`src/design/mgcn_pkg.sv`:
```
`default_nettype none
package mgcn_pkg;
  localparam int SampleWidth = 16;
  localparam int FracBits = SampleWidth - 1;
  localparam int MaxRows = 65536;
  localparam int CountWidth = 17;
  localparam int ProdWidth = 2 * SampleWidth;
  localparam int AccWidth = 48;
  localparam int SqWidth = 48;
  localparam int DivWidth = CountWidth + FracBits;
  localparam int OutWidth = 24;
  localparam int RootWidth = SqWidth / 2;
  localparam int QueueDepth = 4;
  localparam int QueuePtrWidth = 2;

  typedef struct packed {
    logic signed [ProdWidth-1:0] prod;
    logic col_end;
    logic grp_end;
    logic run_end;
  } mgcn_entry_t;
endpackage
`default_nettype wire

```
`src/design/mgcn_front.sv`:
```
`default_nettype none
module mgcn_front (
  input  wire logic clk,
  input  wire logic rst_n,
  input  wire logic [mgcn_pkg::CountWidth-1:0] eff_rows,
  input  wire logic in_valid,
  output logic in_ready,
  input  wire logic signed [mgcn_pkg::SampleWidth-1:0] in_x_value,
  input  wire logic signed [mgcn_pkg::SampleWidth-1:0] in_y_value,
  input  wire logic in_last_in_group,
  input  wire logic in_last_item,
  output logic q_valid,
  input  wire logic q_ready,
  output mgcn_pkg::mgcn_entry_t q_data
);
  import mgcn_pkg::*;

  mgcn_entry_t mem_r [QueueDepth];
  logic [QueuePtrWidth-1:0] wr_r, rd_r;
  logic [QueuePtrWidth:0] cnt_r;
  logic [CountWidth-1:0] row_r, row_nxt;
  mgcn_entry_t ent;
  logic push, pop;

  assign in_ready = (cnt_r != QueueDepth[QueuePtrWidth:0]);
  assign push = in_valid && in_ready;
  assign q_valid = (cnt_r != '0);
  assign pop = q_valid && q_ready;
  assign q_data = mem_r[rd_r];
  assign row_nxt = row_r + 1'b1;

  always_comb begin
    ent.prod = in_x_value * in_y_value;
    ent.run_end = in_last_item;
    ent.col_end = (row_nxt >= eff_rows) || in_last_item;
    ent.grp_end = ent.col_end && (in_last_in_group || in_last_item);
  end

  always_ff @(posedge clk) begin
    if (push) mem_r[wr_r] <= ent;
    if (!rst_n) begin
      wr_r <= '0;
      rd_r <= '0;
      cnt_r <= '0;
      row_r <= '0;
    end else begin
      if (push) begin
        wr_r <= wr_r + 1'b1;
        row_r <= ent.col_end ? '0 : row_nxt;
      end
      if (pop) rd_r <= rd_r + 1'b1;
      cnt_r <= cnt_r + {{QueuePtrWidth{1'b0}}, push} - {{QueuePtrWidth{1'b0}}, pop};
    end
  end
endmodule
`default_nettype wire

```
`src/design/mgcn_back.sv`:
```
`default_nettype none
module mgcn_back (
  input  wire logic clk,
  input  wire logic rst_n,
  input  wire logic [mgcn_pkg::CountWidth-1:0] eff_rows,
  input  wire logic q_valid,
  output logic q_ready,
  input  wire mgcn_pkg::mgcn_entry_t q_data,
  output logic out_valid,
  input  wire logic out_ready,
  output logic [mgcn_pkg::OutWidth-1:0] out_max_norm
);
  import mgcn_pkg::*;

  localparam logic [2:0] StAcc = 3'd0;
  localparam logic [2:0] StDiv = 3'd1;
  localparam logic [2:0] StSq = 3'd2;
  localparam logic [2:0] StSum = 3'd3;
  localparam logic [2:0] StRoot = 3'd4;
  localparam logic [2:0] StOut = 3'd5;
  localparam int QuoWidth = AccWidth;
  localparam int DivCntWidth = $clog2(AccWidth + 1);
  localparam int RootCntWidth = $clog2(RootWidth + 1);

  logic [2:0] st_r;
  logic signed [AccWidth-1:0] acc_r;
  logic [SqWidth-1:0] grp_r, best_r;
  logic grp_end_r, run_end_r, neg_r;
  logic [AccWidth-1:0] rem_r, quo_r;
  logic [DivCntWidth-1:0] dcnt_r;
  logic [2*FracBits:0] sq_r;
  logic [SqWidth-1:0] rv_r;
  logic [RootWidth-1:0] root_r;
  logic [SqWidth+1:0] rrem_r;
  logic [RootCntWidth-1:0] rcnt_r;
  logic [OutWidth-1:0] out_r;

  logic signed [AccWidth:0] sum_w;
  logic signed [AccWidth-1:0] sat_w;
  logic [AccWidth-1:0] div_w;
  logic [AccWidth:0] trial;
  logic [SqWidth:0] gsum;
  logic [SqWidth-1:0] gsat;
  logic [SqWidth+1:0] rshift, rtrial;
  logic [FracBits:0] mean_mag;

  assign q_ready = (st_r == StAcc);
  assign out_valid = (st_r == StOut);
  assign out_max_norm = out_r;
  assign div_w = {{(AccWidth-DivWidth){1'b0}}, eff_rows, {FracBits{1'b0}}};

  always_comb begin
    sum_w = {acc_r[AccWidth-1], acc_r} +
            {{(AccWidth+1-ProdWidth){q_data.prod[ProdWidth-1]}}, q_data.prod};
    if (sum_w[AccWidth] != sum_w[AccWidth-1])
      sat_w = sum_w[AccWidth] ? {1'b1, {(AccWidth-1){1'b0}}} : {1'b0, {(AccWidth-1){1'b1}}};
    else
      sat_w = sum_w[AccWidth-1:0];
    trial = {1'b0, rem_r[AccWidth-2:0], quo_r[AccWidth-1]} - {1'b0, div_w};
    mean_mag = (quo_r > {{(AccWidth-FracBits){1'b0}}, {FracBits{1'b1}}}) ?
               (neg_r ? {1'b1, {FracBits{1'b0}}} : {1'b0, {FracBits{1'b1}}}) :
               quo_r[FracBits:0];
    gsum = {1'b0, grp_r} + {{(SqWidth-2*FracBits){1'b0}}, sq_r};
    gsat = gsum[SqWidth] ? '1 : gsum[SqWidth-1:0];
    rshift = {rrem_r[SqWidth-1:0], rv_r[SqWidth-1:SqWidth-2]};
    rtrial = rshift - {{(SqWidth+2-RootWidth-2){1'b0}}, root_r, 2'b01};
  end

  always_ff @(posedge clk) begin
    if (!rst_n) begin
      st_r <= StAcc;
      acc_r <= '0;
      grp_r <= '0;
      best_r <= '0;
    end else begin
      case (st_r)
        StAcc: if (q_valid) begin
          grp_end_r <= q_data.grp_end;
          run_end_r <= q_data.run_end;
          if (q_data.col_end) begin
            neg_r <= sat_w[AccWidth-1];
            quo_r <= sat_w[AccWidth-1] ? 48'(-sat_w) : sat_w;
            rem_r <= '0;
            dcnt_r <= '0;
            acc_r <= '0;
            st_r <= StDiv;
          end else begin
            acc_r <= sat_w;
          end
        end
        StDiv: begin
          if (!trial[AccWidth]) begin
            rem_r <= trial[AccWidth-1:0];
            quo_r <= {quo_r[AccWidth-2:0], 1'b1};
          end else begin
            rem_r <= {rem_r[AccWidth-2:0], quo_r[AccWidth-1]};
            quo_r <= {quo_r[AccWidth-2:0], 1'b0};
          end
          dcnt_r <= dcnt_r + 1'b1;
          if (dcnt_r == DivCntWidth'(QuoWidth - 1)) st_r <= StSq;
        end
        StSq: begin
          sq_r <= (2*FracBits+1)'(mean_mag * mean_mag);
          st_r <= StSum;
        end
        StSum: begin
          if (grp_end_r) begin
            grp_r <= '0;
            if (run_end_r) begin
              rv_r <= (gsat > best_r) ? gsat : best_r;
              root_r <= '0;
              rrem_r <= '0;
              rcnt_r <= '0;
              best_r <= '0;
              st_r <= StRoot;
            end else begin
              if (gsat > best_r) best_r <= gsat;
              st_r <= StAcc;
            end
          end else begin
            grp_r <= gsat;
            st_r <= StAcc;
          end
        end
        StRoot: begin
          rv_r <= {rv_r[SqWidth-3:0], 2'b00};
          if (!rtrial[SqWidth+1]) begin
            rrem_r <= rtrial;
            root_r <= {root_r[RootWidth-2:0], 1'b1};
          end else begin
            rrem_r <= rshift;
            root_r <= {root_r[RootWidth-2:0], 1'b0};
          end
          rcnt_r <= rcnt_r + 1'b1;
          if (rcnt_r == RootCntWidth'(RootWidth - 1)) st_r <= StOut;
        end
        StOut: if (out_ready) st_r <= StAcc;
        default: st_r <= StAcc;
      endcase
    end
  end

  always_ff @(posedge clk) begin
    if (st_r == StRoot && rcnt_r == RootCntWidth'(RootWidth - 1))
      out_r <= OutWidth'({root_r[RootWidth-2:0], !rtrial[SqWidth+1]});
  end
endmodule
`default_nettype wire

```
`src/design/max_group_correlation_norm_unit.sv`:
```
`default_nettype none
// Streams column-major matrix elements with their response elements and returns, on the
// request flagged last_item, the largest group L2 norm of column means in unsigned Q9.15.
// The front multiplies each request and queues it; the back accumulates one request per
// cycle inside a column. A column close runs a 48-step divider, square and group update;
// a run end adds square-root iteration before the result. cfg_ sets the row count (0 acts
// as 1, above 65536 clamps); the user writes it only while idle, the block does not check.
module max_group_correlation_norm_unit (
  input  wire logic clk,
  input  wire logic rst_n,
  input  wire logic cfg_valid,
  output logic cfg_ready,
  input  wire logic [mgcn_pkg::CountWidth-1:0] cfg_sample_count,
  input  wire logic in_valid,
  output logic in_ready,
  input  wire logic signed [mgcn_pkg::SampleWidth-1:0] in_x_value,
  input  wire logic signed [mgcn_pkg::SampleWidth-1:0] in_y_value,
  input  wire logic in_last_in_group,
  input  wire logic in_last_item,
  output logic out_valid,
  input  wire logic out_ready,
  output logic [mgcn_pkg::OutWidth-1:0] out_max_norm
);
  import mgcn_pkg::*;

  logic [CountWidth-1:0] cnt_r, eff_rows;
  logic q_valid, q_ready;
  mgcn_entry_t q_data;

  assign cfg_ready = 1'b1;
  assign eff_rows = (cnt_r == '0) ? CountWidth'(1) :
                    (cnt_r > CountWidth'(MaxRows)) ? CountWidth'(MaxRows) : cnt_r;

  always_ff @(posedge clk) begin
    if (!rst_n) cnt_r <= CountWidth'(1);
    else if (cfg_valid) cnt_r <= cfg_sample_count;
  end

  mgcn_front u_front (
    .clk, .rst_n, .eff_rows, .in_valid, .in_ready, .in_x_value, .in_y_value,
    .in_last_in_group, .in_last_item, .q_valid, .q_ready, .q_data
  );

  mgcn_back u_back (
    .clk, .rst_n, .eff_rows, .q_valid, .q_ready, .q_data,
    .out_valid, .out_ready, .out_max_norm
  );
endmodule
`default_nettype wire

```
`config.mk`:
```
export PLATFORM = sky130hd
export DESIGN_NAME = max_group_correlation_norm_unit
export DESIGN_NICKNAME = d
export VERILOG_FILES = /design/src/design/mgcn_pkg.sv /design/src/design/mgcn_front.sv /design/src/design/mgcn_back.sv /design/src/design/max_group_correlation_norm_unit.sv
export SDC_FILE = /design/constraint.sdc
export NUM_CORES = 2
export LEC_CHECK = 0
export BUFFER_PORTS_ARGS = -buffer_cell sky130_fd_sc_hd__buf_2
export CORE_MARGIN = 1.5
export CORE_UTILIZATION = 30
export CTS_CLUSTER_DIAMETER = 30
export DETAILED_ROUTE_END_ITERATION = 16
export MAX_ROUTING_LAYER = met4
export SYNTH_ARGS = -nofsm -noshare
export SYNTH_HDL_FRONTEND = slang
export SYNTH_HIERARCHICAL = 1
export SYNTH_SLANG_ARGS = --single-unit
```
`constraint.sdc`:
```
create_clock -name clk -period 34.7 [get_ports clk]
set_clock_uncertainty 0.2 [all_clocks]
set_input_delay 6.94 -clock clk [delete_from_list [all_inputs] [get_ports clk]]
set_output_delay 6.94 -clock clk [all_outputs]
set_load 0.1 [all_outputs]
```
---- After elaboration in Yosys (flattened, before gate mapping) ----
Memories as Yosys holds them, arrays and structs flattened. A register that Yosys moved wholly into a read port is not among the register bits.
Cells that the tools add are included.
operators by class
  add/sub/neg operators ................... 12
  multiply operators ...................... 2
  magnitude comparators ................... 4
  eq/ne operators ......................... 16
  multiplexer cells ....................... 50
  reduce and logical (&&, ||, !) cells .... 20
operators by type and width
  cell                                                                     number
  48-bit two-way mux                                                       15
  48-bit one-hot mux with 2 select lines                                   3
  47-bit two-way mux                                                       3
  47-bit one-hot mux with 2 select lines                                   1
  17-bit two-way mux                                                       3
  50-bit by 26-bit subtractor with 50-bit output                           1
  48-bit by 31-bit adder with 49-bit output                                1
  48-bit by 32-bit adder with 49-bit output                                1
  48-bit by 32-bit subtractor with 49-bit output                           1
  48-bit by 15-bit > comparator with 1-bit output (second input constant)  1
  48-bit > comparator                                                      1
  24-bit two-way mux                                                       2
  48-bit negation                                                          1
  24-bit one-hot mux with 2 select lines                                   1
  16-bit by 16-bit multiplier with 32-bit output                           1
  16-bit two-way mux                                                       2
  16-bit by 16-bit multiplier with 31-bit output                           1
  3-bit two-way mux                                                        7
  3-bit one-hot mux with 6 select lines                                    1
  17-bit by 1-bit adder with 17-bit output (second input constant)         1
  17-bit >= comparator                                                     1
  17-bit > comparator (second input constant)                              1
  17-bit logical NOT                                                       1
  6-bit two-way mux                                                        2
  29 further kinds                                                         51
storage, ports and cells
  flip-flop bits (word level) ............. 472
  RAM bits ................................ 140
  bits of input ports ..................... 56
  output and inout port bits .............. 27
  logic and storage cells ................. 126
  memories ................................ 1
memories
  name           depth  bits a word  rd ports  clocked after memory_dff  write ports  line              text
  u_front.mem_r  4      35           1         1                         1            mgcn_front.sv:18  mgcn_entry_t mem_r [QueueDepth];

---- Logic depth before layout (Yosys ltp) ----
  depth after elaboration ................. 8
  depth in mapped cells ................... 35
  depth with buffers taken out ............ 33

---- Cells and area by module ----
Netlist, hierarchy kept.
by module, submodules not included
  module                           times used  cells each  area each (um^2)  sequential area each (um^2)
  mgcn_back                        1           3833        34224.1           11441.0
  mgcn_front                       1           1517        16812.4           4724.5
  max_group_correlation_norm_unit  1           81          878.3             340.3

---- Worst setup path before layout ----
No wires, ideal clock.
  path type ............................... input-to-reg
  from .................................... input rst_n
  to ...................................... register u_back.rcnt_r[0] (enable)
  library setup time ...................... 762 ps
  arrival time ............................ 16098 ps
  required time ........................... 33738 ps
  slack ................................... 17640 ps
  stages on the path ...................... 4
  path buffers ............................ 2
  path through ............................ clkbuf_1 -> clkinv_1 -> clkbuf_1 -> nor3_1
between the ends
  word-level cells in the longest chain between the ends .. 1
ends and longest elaborated chain
  element                               line                                   text
  from (decl)                           max_group_correlation_norm_unit.sv:10  input wire logic rst_n,
  4-bit AND reduction (no source line)  --
  to (signal assigned)                  mgcn_back.sv:134                       rcnt_r <= rcnt_r + 1'b1;
  to (decl)                             mgcn_back.sv:35                        logic [RootCntWidth-1:0] rcnt_r;
Every way passes these cells.
A chain may end at the register's enable or synchronous reset.

==> flow_summary.ini <==
[drt]
avgViaCountPerCell = 4.91
drtPass1Iterations = 6
routedWlPerCell_um = 16.2
dr.first_iter.drc_count = 2564
drt-total-wl_um = 128000
dr_total_vias = 38992
detail-route-antenna-nets = 0
drcViolationCount = 0

[cells_and_area]
diodes = 0
drive_above_1_share_pct = 8.53
mostFrequentLayoutCell = inv_1
final_util_pct = 34.8
final_cell_mix = inv_1, nor2_1, nand2_1
nNetsFinal = 6363
syn_to_final_growth_pct = 15.0
fin_cells = 7935

[clock_tree]
cts_resized = 0
cts.path.max_buffers = 3
clk_latency_ns = 0.73
cts_buffers = 143
htree_levels = 4
root_buffer = clkbuf_16
clk_pin_slew_worst_paths_ns = 0.05
cts_hold_repair.buffers = 0
clock_sinks = 613
cts_setup_buffers = 0
cts_tree = yes

[critical_path]
cpMaxStageDelayCell = fa_1
r2r_cells = 35
critPathMaxStageDelay_ns = 0.88
end_kind = register
path_depth = 18
worstPathCellList = buf_2 > nand2_1 > inv_1 > fa_1 > fa_1 > inv_1 > fa_1 > fa_1 > fa_1 > fa_1 > inv_1 > ha_1 > and3_1 > nand4_1 > nor2_1 > a2111oi_2 > o21a_1 > o211ai_1
start_kind = input port
cp_common_cell = fa_1
crit_buf_inv = 4
startpoint = in_y_value[1]
path_max_fanout = 16
worst_ep_arrival_time_ns = 12.78
path_delay_family = adder cells
r2r_start = u_back/quo_r[21]
crit_type = in2reg
worstPathRequired_ns = 34.90

[sta]
slew_headroom_pct = 27.9
setup_viol = 0
min_period_ns = 12.58
slew_viol_final = 0
finalSetupTns_ns = 0
worst_pin_slew_ns = 1.08
period_share_pct = 36.3
max_freq_ghz = 0.0795
rsz0062_at_grt = false
hold_viol_final = 0

[placement]
dp_cells = 7670
dpl.hpwl_um = 95900
place_congestion = 0.926
port_buffers = 81

[hold_path]
hold_path_class = reg2reg
min_from = u_back/root_r[15]
min_path_cells = 0

[floorplan]
rows = 152
die_area_um2 = 176000
start_util_pct = 30.2
placeableCoreArea_um2 = 172000
die_x_um = 419
fp.dieH_um = 419
pin_count = 83

[global_route]
overflow = 0
grt_pass1_vias = 39931
grt_max_degree = 90
track_usage_pct = 15.2
antenna_found_initial = 0
grt_first_pass_wirelength_um = 212000

[yosys]
yosysSeqAreaShare_pct = 31.8
ys_async_sr_fraction_pct = 0
yosysWarnings = 6
synth_edf_count = 423
avgSynthCellArea_um2 = 9.56
synthFlopType = edfxtp_1
syn-cell-area_um2 = 51900
netlist_instances = 5431
synth_seq_cells = 613
synth_cell_type_count = 100

[flow_run]
drv_cap = 0

[run_status]
status = finished clean
## worst paths after layout
check                                          endpoint  slack [ns]
worst min-delay path            u_back/out_max_norm[16]        0.25
worst min register to register  u_back/out_max_norm[16]        0.25
worst max register to register          u_back/sq_r[30]       24.92
worst max-delay path               u_front/mem_r[1][31]       22.12
## Yosys cell counts, types with 11 or more instances
cell,n,area [um^2]
inv_1,696,2610
nor2_1,524,1970
nand2_1,448,1680
fa_1,429,8590
edfxtp_1,423,12700
ha_1,373,4670
o21ai_0,253,1270
a21oi_1,242,1210
dfxtp_1,190,3800
clkbuf_1,187,702
and2_1,159,995
xnor2_1,151,1320
nand3_1,115,576
a21o_1,114,856
xor2_1,106,928
nor3_1,85,425
a22oi_1,75,563
a211oi_1,72,541
nor2b_1,65,407
mux2i_1,55,551
and3_1,52,325
a31oi_1,48,300
nand4_1,40,250
nand2b_1,39,244
mux4_2,35,788
o21a_1,33,248
nor4_1,29,181
o211ai_1,28,210
or3_1,26,163
o21bai_1,23,173
o31ai_1,22,165
o21ai_1,18,90.1
or2_2,16,100
buf_2,14,70.1
a31o_2,13,114
and4_1,13,114
a21boi_0,12,90.1
a211o_1,11,96.3
buf_1,11,41.3
o2111ai_1,11,96.3
## layer usage
metal | share of wire, % | track usage, % | routed length, um | vias to the layer above
met4 | 2.1 | 4.28 | 2710 | 0
met2 | 46 | 24.2 | 59500 | 903
met3 | 4.4 | 1.85 | 5660 | 214
met1 | 47 | 20.2 | 60200 | 19061
met5 | 0 | - | 0 | -
li1 | - | - | - | 18814
## worst register-to-register path: cells and delay by family (launching register included)
family | cells | cell delay, ns
DFF | 1 | 0.48
adders and majority gates | 7 | 3.33
and+or+nand+nor | 6 | 1.48
xor gates and xnor gates | 1 | 0.14
buffers and inverters | 10 | 1.22
AOI/OAI and AO/OA | 11 | 2.68
## flip-flops by register name, indices dropped and copies added, names as in the netlist, 2 cells and up, named ones only
name,cells
u_back/acc_r,48
u_back/rem_r,47
u_back/dcnt_r,6
u_back/sq_r,30
u_back/rcnt_r,5
u_back/rv_r,48
u_front/wr_r,2
u_back/grp_r,48
u_back/rrem_r,48
u_front/mem_r,140
u_back/quo_r,48
u_front/rd_r,2
u_back/out_max_norm,24
u_back/root_r,24
u_back/best_r,48
cnt_r,17
u_front/row_r,17
u_back/st_r,3
u_front/cnt_r,3
## metrics by stage
stage / instance area, um^2 / setup slack, ns / hold WS [ns]
after floorplan: 52000 / 17.64 / 0.226
after CTS: 59700 / 22.20 / 0.251
after detailed placement: 54900 / 21.45 / 0.238
final: 59700 / 22.12 / 0.251
after global routing: 59700 / 21.80 / 0.259
after global placement: 54900 / 21.51 / 0.237
## kinds of logic after synthesis
group,Yosys count,share of synthesized area [%]
other cells,3,0.0217
mux,98,2.75
compound gates,1077,13.5
simple gates,1667,15.4
fa+ha+maj,802,25.5
buf+inv,914,6.67
flops,613,31.8
xor+xnor,257,4.34
## cell type report
type / instances / area, um^2
Clock inverter: 92 / 1020
Tap cell: 2310 / 2890
Multi-Input combinational cell: 3924 / 32100
Fill cell: 17387 / 112000
Sequential cell: 613 / 16500
Timing Repair Buffer: 125 / 736
Inverter: 698 / 2620
Clock buffer: 173 / 3800
Power is left out: the tool's default activity adds up to more than one toggle a clock period on the data nets, which glitch-free logic cannot reach.
